**src/design/assert_macros.svh**
```systemverilog
// Assertion macros used by the allocator datapath.
`ifndef ASSERT_MACROS_SVH
`define ASSERT_MACROS_SVH
`ifndef ASSERT_OFF
`define FEA_ASSERT(lbl, cond) \
  lbl: assert property (@(posedge clk) disable iff (!rst_n) (cond)) \
    else $error("allocator invariant violated");
`define FEA_ASSERT_NEXT(lbl, ante, cons) \
  lbl: assert property (@(posedge clk) disable iff (!rst_n) (ante) |=> (cons)) \
    else $error("allocator sequence violated");
`else
`define FEA_ASSERT(lbl, cond)
`define FEA_ASSERT_NEXT(lbl, ante, cons)
`endif
`endif

```
**src/design/fea_pkg.sv**
```systemverilog
// Types and constants of the free extent allocator.
package fea_pkg;
  localparam int FREE_SLOTS = 16;
  localparam int IW = $clog2(FREE_SLOTS);
  localparam int CW = $clog2(FREE_SLOTS + 1);
  localparam int AW = 3;

  localparam logic CMD_ALLOC = 1'b0;
  localparam logic CMD_FREE  = 1'b1;

  localparam logic [1:0] ST_DONE    = 2'd0;
  localparam logic [1:0] ST_NOSPACE = 2'd1;
  localparam logic [1:0] ST_FULL    = 2'd2;
  localparam logic [1:0] ST_BAD     = 2'd3;

  localparam logic REG_START = 1'b0;
  localparam logic REG_END   = 1'b1;

  typedef struct packed {
    logic        cmd;
    logic [31:0] req_size;
    logic [31:0] block_address;
  } in_word_t;

  typedef struct packed {
    logic [31:0] result_address;
    logic [1:0]  status;
  } out_word_t;

  typedef enum logic [3:0] {
    S_IDLE, S_CHECK, S_TSCAN, S_FSCAN, S_DROP,
    S_PSCAN, S_INSERT, S_MSTART, S_MSCAN, S_DONE
  } fea_state_t;

  typedef struct packed {
    logic load;
    logic check;
    logic tscan;
    logic fscan;
    logic drop;
    logic pscan;
    logic insert;
    logic mstart;
    logic mstep;
    logic finish;
  } ctl_cmd_t;

  typedef struct packed {
    logic bad;
    logic is_free;
    logic full;
    logic tail_ok;
    logic scan_end;
    logic tmatch;
    logic fit;
    logic ple;
    logic need;
    logic pend;
    logic out_free;
  } dp_stat_t;
endpackage

```
**src/design/fea_ctrl.sv**
```systemverilog
// Command sequencer of the free extent allocator.
module fea_ctrl import fea_pkg::*; (
  input  logic     clk,
  input  logic     rst_n,
  input  logic     in_valid,
  output logic     in_ready,
  input  dp_stat_t st,
  output ctl_cmd_t cmd
);
  fea_state_t state_r, state_nxt;

  always_ff @(posedge clk) begin
    if (!rst_n) begin
      state_r <= S_IDLE;
    end else begin
      state_r <= state_nxt;
    end
  end

  always_comb begin
    state_nxt = state_r;
    case (state_r)
      S_IDLE: begin
        if (in_valid) state_nxt = S_CHECK;
      end
      S_CHECK: begin
        if (st.bad) state_nxt = S_DONE;
        else if (st.is_free) state_nxt = st.full ? S_DONE : S_PSCAN;
        else state_nxt = st.tail_ok ? S_TSCAN : S_FSCAN;
      end
      S_TSCAN: begin
        if (st.tmatch) state_nxt = S_DROP;
        else if (st.scan_end) state_nxt = (st.need && !st.full) ? S_PSCAN : S_DONE;
      end
      S_FSCAN: begin
        if (st.scan_end) state_nxt = S_DONE;
        else if (st.fit) state_nxt = S_DROP;
      end
      S_DROP: begin
        state_nxt = st.pend ? S_PSCAN : S_DONE;
      end
      S_PSCAN: begin
        if (st.scan_end || !st.ple) state_nxt = S_INSERT;
      end
      S_INSERT: begin
        state_nxt = st.is_free ? S_MSTART : S_DONE;
      end
      S_MSTART: begin
        state_nxt = S_MSCAN;
      end
      S_MSCAN: begin
        if (st.scan_end) state_nxt = S_DONE;
      end
      S_DONE: begin
        if (st.out_free) state_nxt = S_IDLE;
      end
      default: state_nxt = S_IDLE;
    endcase
  end

  always_comb begin
    cmd = '0;
    in_ready = 1'b0;
    case (state_r)
      S_IDLE: begin
        in_ready = 1'b1;
        cmd.load = in_valid;
      end
      S_CHECK:  cmd.check = 1'b1;
      S_TSCAN:  cmd.tscan = 1'b1;
      S_FSCAN:  cmd.fscan = 1'b1;
      S_DROP:   cmd.drop = 1'b1;
      S_PSCAN:  cmd.pscan = 1'b1;
      S_INSERT: cmd.insert = 1'b1;
      S_MSTART: cmd.mstart = 1'b1;
      S_MSCAN:  cmd.mstep = 1'b1;
      S_DONE:   cmd.finish = st.out_free;
      default:  cmd = '0;
    endcase
  end
endmodule

```
**config.mk**
```make
export PLATFORM = sky130hd
export DESIGN_NAME = fea_ctrl
export DESIGN_NICKNAME = d
export VERILOG_FILES = /design/src/design/assert_macros.svh /design/src/design/fea_pkg.sv /design/src/design/fea_ctrl.sv
export SDC_FILE = /design/constraint.sdc
export NUM_CORES = 1
export LEC_CHECK = 0
export ABC_AREA = 1
export BUFFER_PORTS_ARGS = -buffer_cell sky130_fd_sc_hd__buf_4
export CORE_AREA = 2 2 39 41
export CTS_CLUSTER_DIAMETER = 120
export CTS_CLUSTER_SIZE = 12
export DETAILED_ROUTE_END_ITERATION = 8
export DIE_AREA = 0 0 41 43
export PLACE_DENSITY_LB_ADDON = 0.2
export SLEW_MARGIN = 10
export SYNTH_ARGS = -nofsm -noshare
export SYNTH_HDL_FRONTEND = slang
export SYNTH_SLANG_ARGS = --single-unit
```
**constraint.sdc**
```tcl
create_clock -name clk -period 1.7 [get_ports clk]
set_input_delay 0.255 -clock clk [delete_from_list [all_inputs] [get_ports clk]]
set_output_delay 0.255 -clock clk [all_outputs]
set_load 0.05 [all_outputs]
```
* After elaboration in Yosys (flattened, before gate mapping)
Index checks and enable logic that the tools add are counted.
** Storage, ports and cells
- Register bits after elaboration :: 4
- Input bits :: 14
- Output and inout bits :: 11
- Word-level logic and storage cells :: 49
** Cells by class
- Equality and inequality tests :: 15
- Mux-type cells :: 27
- Reduce and logical (&&, ||, !) cells :: 6
** Operators by type and width (count)
- 4-bit two-way mux :: 14
- 4-bit one-hot mux with 10 select lines :: 1
- 4-bit by 3-bit == test with 1-bit output (second input constant) :: 4
- 1-bit two-way mux :: 12
- 4-bit by 2-bit == test with 1-bit output (second input constant) :: 2
- 4-bit == test (second input constant) :: 2
- 2-bit != test (second input constant) :: 4
- 3-bit != test (second input constant) :: 2
- 6-bit AND reduction :: 1
- 4-bit by 1-bit == test with 1-bit output (second input constant) :: 1
- 4-bit logical NOT :: 1
- 1-bit logical NOT :: 2
- 1-bit logical AND :: 1
- 1-bit logical OR :: 1

* Depth between registers and ports, before layout
Gate-level depths: netlist of the first run.
- Depth in word-level cells :: 6
- Gate-level depth with buffers :: 10
- Gate-level depth less buffers :: 10

* Least setup slack after synthesis of the first run
No wires, ideal clock.
- Kind :: flip-flop to output port
- Start point :: register state_r[3]
- End point :: output port cmd[0] (netlist bit)
- Data arrival time :: 1.957 ns
- Setup slack :: -0.512 ns
- Stages on the path, launching flop included :: 3
- Buffers on the path :: 0
- Cells stage by stage :: dfxtp_1 -> inv_2 -> nor4_1
** RTL lines
- start, declared :: RTL line fea_ctrl.sv:10 : fea_state_t state_r, state_nxt;
- start signal, assigned :: RTL line fea_ctrl.sv:16 : state_r <= state_nxt;
- end, declared :: RTL line fea_ctrl.sv:8 : output ctl_cmd_t cmd

==> metrics.txt, run 1 <==
Final TNS setup 0 ns; IO Pins 25; Pre-antenna DRT Iters 4; Worst path max stage delay 0.45 ns; starting density of the core 38.5%; Hold WS 0.263 ns; grt total ovfl 0; CP Max Fanout 5; cts bufs inserted 3; CP Launch Point state_r[1]; Routed WL 1440 um; VDD IR-drop max 0.000915 V; die extent in x 41 um; max cap viols 0; initial antenna violation count 0; CP bufs+invs 3; Simple-Gate Fraction of Synth Area 69.0%; Port-buffer cells 24; total core area 1380 um2; RSZ-0062 raised after global routing no; number of global-route vias before repair 584; Synth area leaders nand2_1 (28%), nor2_1 (18%), dfxtp_1 (15%); Diodes inserted 0; DR vias 711; layout overhead on the synthesized area 45.8%; Worst R2R Path Depth 9; fin worst setup slack 0.120 ns; Post-DP Area 744 um2; DRC viols 0; CTS sink count 4; Slew Limit Fails 0; Seq/Total Area, Yosys 15.0%; GRT Resource Usage Total 19.7%; synth unique cells 15; Lkg Pwr 0.486 nW; XOR/XNOR share of the synthesized area 0%; most frequent cells in the layout nand2_1 (40), nor2_1 (25), buf_4 (24); Yosys warning count 0; status finished clean; clk_skew 0.00277 ns; Die ar. 1760 um2; max reg flops 4; worst hold path class primary input to flip-flop; Synth area leader nand2_1; crit share post-route 92.9%; Synth Area in Adders 0%; first-pass GRT wire length 2350 um; Final Hold Vio Count 0; CTS root buffer clkbuf_4; top-area cell type share of the netlist area 28.2%; largest net degree at the start of global routing 9; critical-path cell list inv_2 -> nor2_1 -> nand2_1 -> inv_1 -> buf_4; Worst Setup Start Kind flip-flop; crit path DAT 1.32 ns; Post-Synthesis Cells 112; mean post-synth cell area 4.76 um2; slew margin rel. 77.9%; Slew @ Worst Pin 0.331 ns; row count 14; final setup violation count 0; largest family of logic cells by synthesized area simple AND/OR/NAND/NOR gates; post-layout util 56.1%; # nets final 155; Worst-Skew Late Latency 0.23 ns; hold wc startpoint rst_n; CTS tree done; share of cells above drive strength 1 28.8%; commonest non-fill, non-tap cell in the layout nand2_1; Synth Area in Compound Gates 1.88%; Post-CTS Hold Fix Bufs 0; clock transition at the registers of the reported paths 0.04 ns; pwr dens 1930 nW/um2; DRT iter0 DRCs 5; FMAX 633 MHz; maximum clock path buffer count 2; Reg with most FFs state_r; CP top delay family flip-flops; design area 777 um2; CTS H-Tree Depth 1; CP Capture Type primary output; antenna-violating nets left 0; mux contribution to synthesized area 0%; Regs by FF count state_r x4; Vias/cell 4.59; WP depth 5; crit path kind flip-flop to primary output; Worst EP required 1.44 ns; Setup WS pre-CTS 0.334 ns; #FFs+latches synth 4; dpl hpwl 1230 um; GPL Wtd Cong 0.906; hold path depth 3; Net Count, Synth 126; chip height 43 um; slowest stage cell, crit path dfxtp_1; Routed wire per std cell 9.30 um; R2R Path Start state_r[1]; crit path time final 1.58 ns; Synth Cell Area 533 um2
## what timing repair did
action,CTS,global route
gates resized for setup,0,2
hold endpoints to repair,0,0
endpoints found under the setup margin,0,1
buffers inserted,0,0
## worst reg2reg max path: stages (launching register included)
cell	delay, ns
dfxtp_1	0.45
inv_2	0.08
nor2_1	0.22
nand3_1	0.12
nand2_1	0.09
nor2_2	0.05
nand2_4	0.09
nand2_1	0.06
nand2_1	0.05
nor2_1	0.03
## cells in the mapped netlist, drive strengths merged
master and instances:
dfxtp 4, nand2 42, nor2 30, nor4 1, nand4 1, a21oi 1
nand3 10, nor3 1, nand3b 1, inv 20, o21ai 1
## report_power, final
part	internal [mW]	total, mW	switching [mW]	leakage, nW
Sequential	0.139	0.205	0.0660	0.0331
Combinational	0.349	1.18	0.830	0.439
Clock	0.0789	0.117	0.0378	0.0138
Total	0.567	1.50	0.933	0.486
## area by class of cell
type,instances,area [um2]
Fill cell,145,607
Multi-Input combinational cell,88,399
Timing Repair Buffer,24,180
Sequential cell,4,80.1
Inverter,20,75.1
Clock buffer,3,22.5
Tap cell,16,20.0
## through the flow
| stage | instances | power, mW |
|---|---|---|
| finish | 155 | 1.50 |
| global route | 155 | 1.65 |
| CTS | 155 | 1.49 |
| floorplan | 112 | 1.07 |
| global placement | 152 | 1.35 |
| detailed placement | 152 | 1.37 |
## worst paths after layout
| path | slack (ns) | end |
|---|---|---|
| min | 0.26 | state_r[0] |
| max | 0.12 | cmd[3] |
| min reg2reg | 0.64 | state_r[3] |
| max reg2reg | 0.35 | state_r[1] |
## logic make-up (layout without fill, tap and decap cells)
group | count (synthesis) | after routing
DFF | 4 | 4
buffers and inverters | 20 | 47
AOI/OAI and AO/OA | 2 | 2
and+or+nand+nor | 86 | 86
## metal layers
metal / vias to the layer above / part of all wire (%) / global-route usage, %
met1: 299 / 42 / 24.0
met3: 2 / 5.2 / 3.14
li1: 392 / - / -
met2: 18 / 52 / 31.6
met5: - / 0 / 0
met4: 0 / 1.0 / 10.0
No activity file was read; power rests on OpenSTA's default activity.
==> run 2, diff against run 1 <==
--- a/config.mk
+++ b/config.mk
@@ -12,6 +12,7 @@
 export CTS_CLUSTER_SIZE = 12
 export DETAILED_ROUTE_END_ITERATION = 8
 export DIE_AREA = 0 0 41 43
+export GPL_TIMING_DRIVEN = 0
 export PLACE_DENSITY_LB_ADDON = 0.2
 export SLEW_MARGIN = 10
 export SYNTH_ARGS = -nofsm -noshare
==> run 2 against run 1 <==
Maximum frequency shrank 1.6%. Non-clock buffer count unchanged. Combinational power about the same. Clock power about the same. Critical path depth unchanged. Via count up 2.4%. Register-to-register slack improved by 0.03 ns. Sequential power is 2% lower. Clock-buffer cell count unchanged. Utilization down 0.18 points. Worst setup slack lost 0.026 ns. Die area is the same. Critical path type unchanged.
==> metrics.txt, run 2 (same netlist as run 1, synthesis figures left out) <==
status finished clean; Pre-antenna DRT Iters 4; IO Pins 25; Final Hold Vio Count 0; CTS root buffer clkbuf_4; chip height 43 um; Regs by FF count state_r x4; FILL cells 162; CP Max Fanout 6; CTS sink count 4; GR peak layer met2; first-pass GRT wire length 2170 um; RSZ-0062 raised after global routing no; Final TNS setup 0 ns; starting density of the core 38.5%; worst hold path class primary input to flip-flop; max cap viols 0; DRT iter0 DRCs 13; largest net degree at the start of global routing 9; Diodes inserted 0; Total Power 1.49 mW; Hold WS 0.269 ns; CP Capture Type primary output; Post-CTS Hold Fix Bufs 0; dpl hpwl 1230 um; GRT Resource Usage Total 18.3%; GR Util met2 29.1%; max reg flops 4; most frequent cells in the layout nand2_1 (40), nor2_1 (24), buf_4 (24); final setup violation count 0; clock transition at the registers of the reported paths 0.03 ns; DR vias 728; cts bufs inserted 3; Vias/cell 4.70; met3 Use GR 5.24%; post-CTS sizing 0; Routed WL 1420 um; Worst-Skew Late Latency 0.23 ns; Lkg Pwr 0.485 nW; layout overhead on the synthesized area 45.3%; initial antenna violation count 0; CTS tree done; postcts setup bufs 0; share of cells above drive strength 1 29.5%; VDD IR-drop max 0.000993 V; Worst EP required 1.44 ns; Die ar. 1760 um2; post-layout util 56.0%; total core area 1380 um2; Worst Setup Start Kind flip-flop; grt total ovfl 0; crit path kind flip-flop to primary output; CTS H-Tree Depth 1; row count 14; pwr dens 1920 nW/um2; clk_skew 0.000193 ns; die extent in x 41 um; Port-buffer cells 24; met1 GRT Util 20.5%; Reg with most FFs state_r; number of global-route vias before repair 561; antenna-violating nets left 0; Slew Limit Fails 0; Routed wire per std cell 9.16 um; crit share post-route 94.4%; FMAX 623 MHz; GPL Wtd Cong 0.857; crit path DAT 1.35 ns; crit path time final 1.61 ns; commonest non-fill, non-tap cell in the layout nand2_1; maximum clock path buffer count 2; # nets final 155; DRC viols 0; slew margin rel. 77.9%; Slew @ Worst Pin 0.330 ns
[run 2: metrics by stage]
| step | worst slack, ns | cell area (um2) | cells |
|---|---|---|---|
| after floorplan | -0.00485 | 544 | 112 |
| final | 0.0945 | 774 | 155 |
| after global placement | 0.353 | 744 | 152 |
| after CTS | 0.107 | 767 | 155 |
| after detailed placement | 0.359 | 744 | 152 |
| after global routing | 0.00486 | 774 | 155 |
[run 2: report_power, final]
group	switching [mW]	leakage [nW]	internal (mW)	total [mW]
combinational	0.826	0.438	0.347	1.17
clock	0.0354	0.0138	0.0787	0.114
sequential	0.0615	0.0331	0.139	0.201
total	0.923	0.485	0.565	1.49
[run 2: layout make-up]
type                            instances  area, um2  share of cell area [%]
Multi-Input combinational cell         88        397                    51.2
Timing Repair Buffer                   24        180                    23.3
Sequential cell                         4       80.1                    10.3
Inverter                               20       75.1                    9.69
Clock buffer                            3       22.5                    2.91
Tap cell                               16       20.0                    2.58
[run 2: worst paths after layout]
check                           startpoint         end  slack [ns]  cells after the start
worst min register to register  state_r[1]  state_r[1]        0.62                      4
worst max-delay path            state_r[0]      cmd[4]        0.09                      5
worst min-delay path                 rst_n  state_r[1]        0.27                      3
worst max register to register  state_r[0]  state_r[2]        0.38                      9
[run 2: metal layers]
metal,routed length (um),part of all wire [%]
met1,596,42
met2,738,52
met3,69,4.9
met4,17,1.2
met5,0,0
[run 2: critical path, stage by stage (launching register included)]
cell     delay, ns
dfxtp_1       0.41
inv_1         0.13
nor2_2        0.20
nand2_1       0.12
inv_1         0.07
buf_4         0.19
==> run 3, diff against run 2 <==
--- a/config.mk
+++ b/config.mk
@@ -14,6 +14,7 @@
 export DIE_AREA = 0 0 41 43
 export GPL_TIMING_DRIVEN = 0
 export PLACE_DENSITY_LB_ADDON = 0.2
+export SETUP_SLACK_MARGIN = 0.3
 export SLEW_MARGIN = 10
 export SYNTH_ARGS = -nofsm -noshare
 export SYNTH_HDL_FRONTEND = slang
==> run 3 against run 2 <==
Non-clock buffer count rose by 5. Global-route usage grew 2.6 points. Worst hold slack gained 0.0016 ns. Largest power group unchanged. Highest routed layer is now met3.
==> metrics.txt, run 3 (same netlist as run 1, synthesis figures left out) <==
CP Max Fanout 6; FILL cells 120; Slew Limit Fails 0; CTS tree done; Total Power 1.95 mW; Diodes inserted 0; met2 routed WL 894 um; # nets final 160; Setup WS pre-CTS 0.276 ns; Pre-antenna DRT Iters 4; DR top layer met3; Worst-Skew Late Latency 0.23 ns; starting density of the core 38.5%; DRT iter0 DRCs 16; Worst path max stage delay 0.41 ns; CP bufs+invs 3; slowest stage cell, crit path dfxtp_4; met3 wire length 85 um; final setup violation count 0; design area 988 um2; maximum clock path buffer count 2; max cap viols 0; row count 14; max reg flops 4; first-pass GRT wire length 2500 um; CP Launch Point state_r[0]; IO Pins 25; CP top delay family flip-flops; GRT Resource Usage Total 20.9%; Slew @ Worst Pin 0.332 ns; GPL Wtd Cong 0.816; hold wc startpoint rst_n; chip height 43 um; VDD IR-drop max 0.00115 V; Final TNS setup 0 ns; share of cells above drive strength 1 43.8%; Routed wire per std cell 10.0 um; Post-DP Area 793 um2; Final Hold Vio Count 0; slew margin rel. 77.8%; Regs by FF count state_r x4; Port-buffer cells 24; critical-path cell list nand2_1 -> inv_1 -> nand2_2 -> inv_2 -> buf_8; die extent in x 41 um; fin worst setup slack 0.290 ns; Multi-input gate area 487 um2; post-layout util 71.4%; Routed WL 1600 um; grt total ovfl 0; total core area 1380 um2; FMAX 709 MHz; CTS H-Tree Depth 1; cts bufs inserted 3; crit path time final 1.41 ns; CP Capture Type primary output; Reg with most FFs state_r; number of global-route vias before repair 635; commonest non-fill, non-tap cell in the layout nand2_1; RSZ-0062 raised after global routing yes; crit path DAT 1.15 ns; Worst Setup Start Kind flip-flop; largest net degree at the start of global routing 9; antenna-violating nets left 0; worst hold path class primary input to flip-flop; R2R Path Start state_r[2]; DRC viols 0; clock transition at the registers of the reported paths 0.04 ns; Vias/cell 4.76; CTS root buffer clkbuf_4; most frequent cells in the layout nand2_1 (35), nor2_1 (19), buf_4 (18); DR vias 762; crit path kind flip-flop to primary output; Die ar. 1760 um2; Lkg Pwr 0.540 nW; dpl hpwl 1250 um; pwr dens 1980 nW/um2; layout overhead on the synthesized area 85.4%; Reg area 95.1 um2; crit share post-route 82.9%; status finished clean; met1 wire length 624 um; clk_skew 0.00385 ns; CTS sink count 4; Worst EP required 1.44 ns; initial antenna violation count 0
## run 3: path summary, 6_finish.rpt
check / to / slack [ns] / cells past startpoint
worst max-delay path: cmd[2] / 0.29 / 5
worst max register to register: state_r[3] / 0.36 / 10
worst min-delay path: state_r[2] / 0.27 / 3
worst min register to register: state_r[2] / 0.62 / 4
## run 3: layout make-up
cell class              instances  area share (%)
inverters                      20            9.11
repair buffers                 29            27.7
multi-input cells              88            49.2
well taps                      16            2.03
clock buffers                   3            2.28
flip-flops and latches          4            9.62
## run 3: through the flow
step,std cells,hold WS (ns)
6_report,160,0.271
2_1_floorplan,112,0.375
4_1_cts,159,0.261
3_3_place_gp,152,0.506
3_5_place_dp,152,0.519
5_1_grt,160,0.296
## run 3: metal layers
| layer | vias up | GRT usage (%) |
|---|---|---|
| li1 | 404 | - |
| met1 | 340 | 25.7 |
| met2 | 18 | 33.4 |
| met3 | 0 | 3.14 |
| met4 | 0 | 10.0 |
| met5 | - | 0 |
## run 3: worst min-delay path, delay by kind of cell
family	cells	cell delay [ns]
buffers and inverters	1	0.12
AND/OR/NAND/NOR	2	0.09
## run 3: where the power goes
group | internal [mW] | switching [mW]
combinational | 0.558 | 0.996
sequential | 0.166 | 0.116
clock | 0.0788 | 0.0368
total | 0.803 | 1.15
## run 3: timing repair
action,4_1_cts,5_1_grt
pin swaps,3,3
gates resized for setup,24,21
setup buffers,4,1
hold buffers,0,0
endpoints found under the setup margin,11,14
